==> src/rtl/led_breathing_mode_controller_defines.svh <==
// ---------------------------------------------------------------------------
// LED breathing mode controller: assertion macros
// Shared assertion wrappers. Define NO_ASSERTIONS to compile them away.
// ---------------------------------------------------------------------------
`ifndef LED_BREATHING_MODE_CONTROLLER_DEFINES_SVH
`define LED_BREATHING_MODE_CONTROLLER_DEFINES_SVH

`ifndef NO_ASSERTIONS

// Same-cycle implication, disabled while reset is asserted.
`define LBMC_ASSERT_NOW(label, clk, rst_n, ante, cons) \
    label: assert property (@(posedge clk) disable iff (!(rst_n)) (ante) |-> (cons)) \
        else $error("lbmc assertion failed");

// Next-cycle implication, disabled while reset is asserted.
`define LBMC_ASSERT_NEXT(label, clk, rst_n, ante, cons) \
    label: assert property (@(posedge clk) disable iff (!(rst_n)) (ante) |=> (cons)) \
        else $error("lbmc assertion failed");

`else

`define LBMC_ASSERT_NOW(label, clk, rst_n, ante, cons)
`define LBMC_ASSERT_NEXT(label, clk, rst_n, ante, cons)

`endif

`endif

==> src/rtl/lbmc_pkg.sv <==
// ---------------------------------------------------------------------------
// LED breathing mode controller package
// State type, mode table and the small arithmetic helpers of the step logic.
// ---------------------------------------------------------------------------
package lbmc_pkg;

    // Mode numbers with a special meaning.
    localparam logic [3:0] MODE_FIRST   = 4'd1;
    localparam logic [3:0] MODE_FLICKER = 4'd4;
    localparam logic [3:0] MODE_LAST    = 4'd12;

    // Phases are in half units: 11 bits, always below PHASE_WRAP.
    localparam int unsigned PHASE_W = 11;
    localparam logic [PHASE_W-1:0] PHASE_WRAP = 11'd1020;
    localparam logic [PHASE_W-1:0] PHASE_HALF = 11'd510;

    localparam logic [9:0]  THRESH_RESET = 10'd20;
    localparam logic [15:0] LFSR_SEED    = 16'hACE1;
    localparam logic [15:0] LFSR_TAPS    = 16'hB400;

    // Per-mode phase step in half units, indexed by the mode number.
    localparam logic [8:0] MODE_STEP [16] = '{
        9'd0, 9'd1, 9'd2, 9'd4, 9'd0, 9'd1, 9'd1, 9'd40,
        9'd508, 9'd40, 9'd508, 9'd20, 9'd508, 9'd0, 9'd0, 9'd0
    };
    // Channel select per mode; bit n belongs to mode n.
    localparam logic [15:0] MODE_BLUE   = 16'b0001_1001_1010_1110;
    localparam logic [15:0] MODE_ORANGE = 16'b0001_1110_0100_1110;

    typedef struct packed {
        logic [3:0]         mode;
        logic               init_pending;
        logic [PHASE_W-1:0] blue_phase;
        logic [PHASE_W-1:0] orange_phase;
        logic [7:0]         blue_level;
        logic [7:0]         orange_level;
        logic [15:0]        lfsr;
    } t_state;

    // One shift of the right-shifting Galois LFSR.
    function automatic logic [15:0] lfsr_next(input logic [15:0] cur);
        logic [15:0] shifted;
        shifted = {1'b0, cur[15:1]};
        return cur[0] ? (shifted ^ LFSR_TAPS) : shifted;
    endfunction

    // Remainder modulo 255 by folding the two bytes together.
    function automatic logic [7:0] mod255(input logic [15:0] x);
        logic [8:0] s1;
        logic [8:0] s2;
        logic [8:0] s3;
        s1 = {1'b0, x[15:8]} + {1'b0, x[7:0]};
        s2 = {1'b0, s1[7:0]} + {8'b0, s1[8]};
        s3 = s2 - 9'd255;
        return (s2 >= 9'd255) ? s3[7:0] : s2[7:0];
    endfunction

    // Triangle fold of a phase into a duty, fraction bit dropped.
    function automatic logic [7:0] fold_duty(input logic [PHASE_W-1:0] h);
        logic [PHASE_W-1:0] diff;
        diff = PHASE_WRAP - h;
        return (h <= PHASE_HALF) ? h[8:1] : diff[8:1];
    endfunction

    // Phase advance; reaching the wrap point restarts at zero.
    function automatic logic [PHASE_W-1:0] advance_phase(input logic [PHASE_W-1:0] h,
                                                         input logic [8:0] step);
        logic [PHASE_W:0] sum;
        sum = {1'b0, h} + {{(PHASE_W-8){1'b0}}, step};
        return (sum >= {1'b0, PHASE_WRAP}) ? '0 : sum[PHASE_W-1:0];
    endfunction

endpackage

==> src/rtl/lbmc_step.sv <==
// ---------------------------------------------------------------------------
// LED breathing mode controller: tick step logic
// Computes the state after one tick from the current state and touch sample.
// ---------------------------------------------------------------------------
module lbmc_step
    import lbmc_pkg::*;
(
    input  t_state     i_state,
    input  logic [9:0] i_touch_sample,
    input  logic [9:0] i_threshold,
    output t_state     o_state
);

    logic [15:0] lfsr_a;
    logic [15:0] lfsr_b;
    logic [8:0]  step;
    t_state      act;

    assign lfsr_a = lfsr_next(i_state.lfsr);
    assign lfsr_b = lfsr_next(lfsr_a);
    assign step   = MODE_STEP[i_state.mode];

    // Mode action: fix bad mode, flicker draws, or selected-channel triangles.
    always_comb begin
        act = i_state;
        if (i_state.mode == 4'd0 || i_state.mode > MODE_LAST) begin
            act.mode = MODE_FIRST;
        end else if (i_state.mode == MODE_FLICKER) begin
            act.lfsr         = lfsr_b;
            act.orange_level = mod255(lfsr_a);
            act.blue_level   = mod255(lfsr_b);
        end else begin
            if (i_state.init_pending) begin
                act.init_pending = 1'b0;
                act.blue_phase   = '0;
                act.orange_phase = '0;
                act.blue_level   = '0;
                act.orange_level = '0;
            end
            if (MODE_BLUE[i_state.mode]) begin
                act.blue_level = fold_duty(act.blue_phase);
                act.blue_phase = advance_phase(act.blue_phase, step);
            end
            if (MODE_ORANGE[i_state.mode]) begin
                act.orange_level = fold_duty(act.orange_phase);
                act.orange_phase = advance_phase(act.orange_phase, step);
            end
        end
    end

    // Touch handling: restart the phases and move to the next mode.
    always_comb begin
        o_state = act;
        if (i_touch_sample > i_threshold) begin
            o_state.init_pending = 1'b1;
            o_state.blue_phase   = '0;
            o_state.orange_phase = '0;
            o_state.mode         = (act.mode >= MODE_LAST) ? MODE_FIRST : act.mode + 4'd1;
        end
    end

endmodule

==> src/rtl/led_breathing_mode_controller.sv <==
// ---------------------------------------------------------------------------
// LED breathing mode controller
// Two-channel LED duty generator with twelve breathing and flicker modes.
// ---------------------------------------------------------------------------
// Every input beat is one tick with a touch sample; every tick returns one
// result beat with the blue and orange duties and the mode after touch
// handling. The block takes one tick per clock cycle while the input side
// is not stalled: a tick sits in the input register, the step logic turns
// it and the mode state into the next state, and the result register holds
// the outcome. A held result stalls the input side only when both registers
// are full. The touch threshold resets to 20; the user must write it only
// while no tick is in flight, which the block itself does not enforce.
`include "led_breathing_mode_controller_defines.svh"

module led_breathing_mode_controller
    import lbmc_pkg::*;
(
    input  logic       i_clk,
    input  logic       i_rst_n,
    input  logic       i_cfg_wr_en,
    input  logic [9:0] i_cfg_wr_data,
    input  logic       i_in_valid,
    output logic       o_in_stall,
    input  logic [9:0] i_touch_sample,
    output logic       o_out_valid,
    input  logic       i_out_stall,
    output logic [7:0] o_blue_duty,
    output logic [7:0] o_orange_duty,
    output logic [3:0] o_mode_now
);

    logic [9:0] r_threshold;
    logic       r_in_valid;
    logic [9:0] r_touch;
    logic       r_out_valid;
    logic [7:0] r_blue_duty;
    logic [7:0] r_orange_duty;
    logic [3:0] r_mode_now;
    t_state     r_state;
    t_state     n_state;
    logic       out_free;
    logic       move;
    logic       in_take;
    logic       mode_ok;
    logic       phases_ok;

    // Handshake: the result register frees when empty or when its beat leaves.
    assign out_free   = !r_out_valid || !i_out_stall;
    assign move       = r_in_valid && out_free;
    assign in_take    = i_in_valid && !o_in_stall;
    assign o_in_stall = r_in_valid && !out_free;

    // Threshold register.
    always_ff @(posedge i_clk) begin
        if (!i_rst_n) begin
            r_threshold <= THRESH_RESET;
        end else if (i_cfg_wr_en) begin
            r_threshold <= i_cfg_wr_data;
        end
    end

    // Input register.
    always_ff @(posedge i_clk) begin
        if (!i_rst_n) begin
            r_in_valid <= 1'b0;
        end else if (in_take) begin
            r_in_valid <= 1'b1;
        end else if (move) begin
            r_in_valid <= 1'b0;
        end
    end

    always_ff @(posedge i_clk) begin
        if (in_take) begin
            r_touch <= i_touch_sample;
        end
    end

    lbmc_step u_step (
        .i_state        (r_state),
        .i_touch_sample (r_touch),
        .i_threshold    (r_threshold),
        .o_state        (n_state)
    );

    // Mode and phase state advances once per tick.
    always_ff @(posedge i_clk) begin
        if (!i_rst_n) begin
            r_state.mode         <= MODE_FIRST;
            r_state.init_pending <= 1'b1;
            r_state.blue_phase   <= '0;
            r_state.orange_phase <= '0;
            r_state.blue_level   <= '0;
            r_state.orange_level <= '0;
            r_state.lfsr         <= LFSR_SEED;
        end else if (move) begin
            r_state <= n_state;
        end
    end

    // Result register.
    always_ff @(posedge i_clk) begin
        if (!i_rst_n) begin
            r_out_valid <= 1'b0;
        end else if (move) begin
            r_out_valid <= 1'b1;
        end else if (!i_out_stall) begin
            r_out_valid <= 1'b0;
        end
    end

    always_ff @(posedge i_clk) begin
        if (move) begin
            r_blue_duty   <= n_state.blue_level;
            r_orange_duty <= n_state.orange_level;
            r_mode_now    <= n_state.mode;
        end
    end

    assign o_out_valid   = r_out_valid;
    assign o_blue_duty   = r_blue_duty;
    assign o_orange_duty = r_orange_duty;
    assign o_mode_now    = r_mode_now;

    // Range flags used by the checks below.
    assign mode_ok   = (r_state.mode >= MODE_FIRST) && (r_state.mode <= MODE_LAST);
    assign phases_ok = (r_state.blue_phase < PHASE_WRAP) && (r_state.orange_phase < PHASE_WRAP);

    // Checks on the state and the pipeline control.
    `LBMC_ASSERT_NOW(a_mode_range, i_clk, i_rst_n, 1'b1, mode_ok)
    `LBMC_ASSERT_NOW(a_phase_range, i_clk, i_rst_n, 1'b1, phases_ok)
    `LBMC_ASSERT_NOW(a_lfsr_live, i_clk, i_rst_n, 1'b1, r_state.lfsr != 16'd0)
    `LBMC_ASSERT_NEXT(a_state_hold, i_clk, i_rst_n, !move, $stable(r_state))
    `LBMC_ASSERT_NEXT(a_result_loaded, i_clk, i_rst_n, move, r_out_valid && (r_mode_now == r_state.mode))

endmodule
==> config.mk <==
export PLATFORM = sky130hd
export DESIGN_NAME = led_breathing_mode_controller
export DESIGN_NICKNAME = d
export VERILOG_FILES = /design/src/rtl/lbmc_pkg.sv /design/src/rtl/lbmc_step.sv /design/src/rtl/led_breathing_mode_controller.sv
export VERILOG_INCLUDE_DIRS = /design/src /design/src/rtl
export SDC_FILE = /design/constraint.sdc
export NUM_CORES = 1
export LEC_CHECK = 0
export ABC_AREA = 1
export BUFFER_PORTS_ARGS = -buffer_cell sky130_fd_sc_hd__buf_2
export CORE_MARGIN = 3
export CORE_UTILIZATION = 25
export CTS_BUF_LIST = sky130_fd_sc_hd__clkbuf_8
export DETAILED_ROUTE_END_ITERATION = 7
export REMOVE_ABC_BUFFERS = 1
export SLEW_MARGIN = 20
export SYNTH_ARGS = -nofsm -noshare
export SYNTH_HDL_FRONTEND = slang
export SYNTH_HIERARCHICAL = 1
export SYNTH_SLANG_ARGS = --single-unit
==> constraint.sdc <==
create_clock -name i_clk -period 4.8 [get_ports i_clk]
set_clock_uncertainty 0.05 [all_clocks]
set_input_delay 0.24 -clock i_clk [delete_from_list [all_inputs] [get_ports i_clk]]
set_output_delay 0.24 -clock i_clk [all_outputs]
set_load 0.01 [all_outputs]
==> impl_metrics.toml <==
[status]
status = "finished clean"

[grt]
grt_antenna_before_repair = 0
track_usage_pct = 12.7
grt_pass1_vias = 8393
overflow = 0
grt_pass1_wl_mm = 41.8
grt_start_max_net_pins = 88

[synthesis]
synth_area_sq_um = 9020
synth_common_cells = "386 x nand2_1, 190 x inv_1, 164 x nand3_1"
synth-seq-area-share_pct = 25.7
synth-seq-cells = 101
synth_most_common_cell = "nand2_1"
yosys.cell_types.count = 47
synth_edf_count = 30
synth.avg_cell_area_sq_um = 6.16
synth_warnings = 6
async_reset_ff_share_pct = 0
synth_top_area_share_pct = 16.1
synth_flop_cell = "dfxtp_1"
synth.area.top_cells = "nand2_1 16%, dfxtp_1 16%, edfxtp_1 10%"
synth_top_area_cell = "nand2_1"
synthCells = 1465

[worst_hold_path]
min_path_type = "in -> reg"
holdPathStages = 3

[detailed_routing]
wl_per_cell_um = 12.7
drtAntennaViolNets = 0
drt_iter0_drc = 746
via_count = 9097
wl_mm = 24.7
first_pass_iters = 5
drc = 0
via_per_inst = 4.67

[timing]
rsz0062_at_grt = "false"
setup_viol = 0
fin_tns_setup_ns = 0
max_freq_mhz = 245
hold_viol_final = 0
max-slew-margin-rel_pct = 32.1
finalMaxSlewViolations = 0
fin_crit_sh_pct = 85.2
worst_pin_slew_ns = 1.02
period_minus_slack_ns = 4.09
worst_slack_ns = 0.711

[critical_path]
timing_worst_setup_path_type = "reg -> reg"
path_max_fanout = 7
cp.required_ns = 5.03
start_kind = "register"
cp_slowest_stage_delay_ns = 0.49
cp-end-kind = "register"
crit_arrival_ns = 4.32
worstRegToRegCells = 30
critical-path-slowest-cell = "dfxtp_1"
path_common_cell = "nand2_1"

[cells_and_area]
final_area_sq_um = 9910
layout.nets = 1568
antennaDiodeCount = 0
syn_to_final_growth_pct = 9.83
drive_gt1_share_pct = 9.90

[cts]
cts-root-buf = "clkbuf_8"
clock-sinks = 101
insertion_delay_ns = 0.40
h-tree-depth = 3
ctsResizeCount = 0
cts.path.max_buffers = 2
cts_tree = "built"
clkTransAtPathRegs_ns = 0.13
cts_buffers = 9

[floorplan]
die_x_um = 196
initial_utilization_pct = 25.7
rows = 68
coreArea_sq_um = 35100
ios = 47
die_area_sq_um = 38400
fp.dieH_um = 196

[place]
io_buffers = 46
dp_hpwl_mm = 18.3
gp_congestion = 0.882
pre_cts_slack_ns = 0.773
post_dp_cell_area_sq_um = 9550

[pwr]
p_int_mw = 1.47
power_density_nw_per_um2 = 250
p_leak_nw = 4.62
vdd_ir_drop_max_mv = 0.126
p_sw_share_pct = 40.8
clkPwrFrac_pct = 23.6
power_frac_seq_pct = 40.5
p_switching_mw = 1.01
p_comb_share_pct = 35.9

[flow_run]
max_cap_viol_count = 0
-- power groups by stage --
stage	sequential (mW)	clock (mW)	combinational (mW)
after floorplan	1.02	0	0.640
after global placement	1.02	0	0.867
after detailed placement	1.02	0	0.876
after CTS	1.00	0.600	0.890
after global routing	1.01	0.631	1.02
final	1.00	0.583	0.890
-- metal layers --
layer | share of wire [%] | GRT usage [%] | vias up
met2 | 47 | 21.3 | 185
li1 | - | - | 4777
met3 | 3.4 | 0.962 | 32
met4 | 2.3 | 4.15 | 0
met5 | 0 | 0 | -
met1 | 47 | 17.4 | 4103
-- critical path, delay by kind of cell, from the launching register on --
family	cells	cell delay, ns
AND/OR/NAND/NOR	17	1.42
adder cells (fa/ha/maj)	4	1.06
XOR/XNOR	2	0.48
buffers and inverters	5	0.25
flip-flops	1	0.49
AO/OA/AOI/OAI	2	0.22
-- cells by family (layout without fill, tap and decap cells) --
group / after synthesis / count (layout) / share of synthesized area, %
DFF: 101 / 101 / 25.7
and+or+nand+nor: 791 / 791 / 38.3
buffers and inverters: 271 / 301 / 12.9
AOI/OAI and AO/OA: 236 / 236 / 14.1
adders and majority gates: 53 / 53 / 7.68
xor gates and xnor gates: 13 / 13 / 1.26
-- path summary, 6_finish.rpt --
kind,start,slack (ns),to
hold / removal,i_cfg_wr_data[6],0.02,r_threshold[6]
hold reg to reg,r_threshold[2],0.44,r_threshold[2]
setup reg to reg,r_state[0],0.71,r_state[26]
setup / recovery,r_state[0],0.71,r_state[26]
-- final cells by class --
cell class                 count  area (sq um)
multi-input combinational   1093          5540
clock inverter                 7          86.3
sequential                   101          2330
clock buffer                   9           124
tap                          455           569
timing repair buffer          72           463
inverter                     213           800
fill                        3910         25100
-- stage by stage --
step                hold WS [ns]  power [mW]  std cells  util, %
finish                    0.0150        2.48       1950     28.3
global route              0.0142        2.67       1950     28.3
CTS                      0.00147        2.49       1950     28.3
detailed placement         0.371        1.90       1919     27.2
global placement           0.371        1.89       1919     27.2
floorplan                  0.274        1.66       1407        -
-- flip-flops by register name, summed over array words and instances (netlist names) --
name	count
r_state	59
r_threshold	10
r_touch	10
o_blue_duty	8
o_orange_duty	8
o_mode_now	4
o_out_valid	1
r_in_valid	1
-- placed cells by master (no fill, tap or decap), types with 15 or more instances in the layout --
cell,count
a21oi_1,142
nand3_1,164
inv_1,190
ha_1,49
nand4_1,25
buf_2,46
inv_2,18
nand2_2,18
nor2_1,160
edfxtp_1,30
dlygate4sd3_1,15
o21ai_0,49
dfxtp_1,70
nand2_1,385
-- repair_timing --
action	4_1_cts	5_1_grt
buffers inserted	0	0
setup endpoints to repair	0	0
hold buffers	15	0
endpoints found under the hold margin	15	0
No activity file was read; power rests on OpenSTA's default activity.
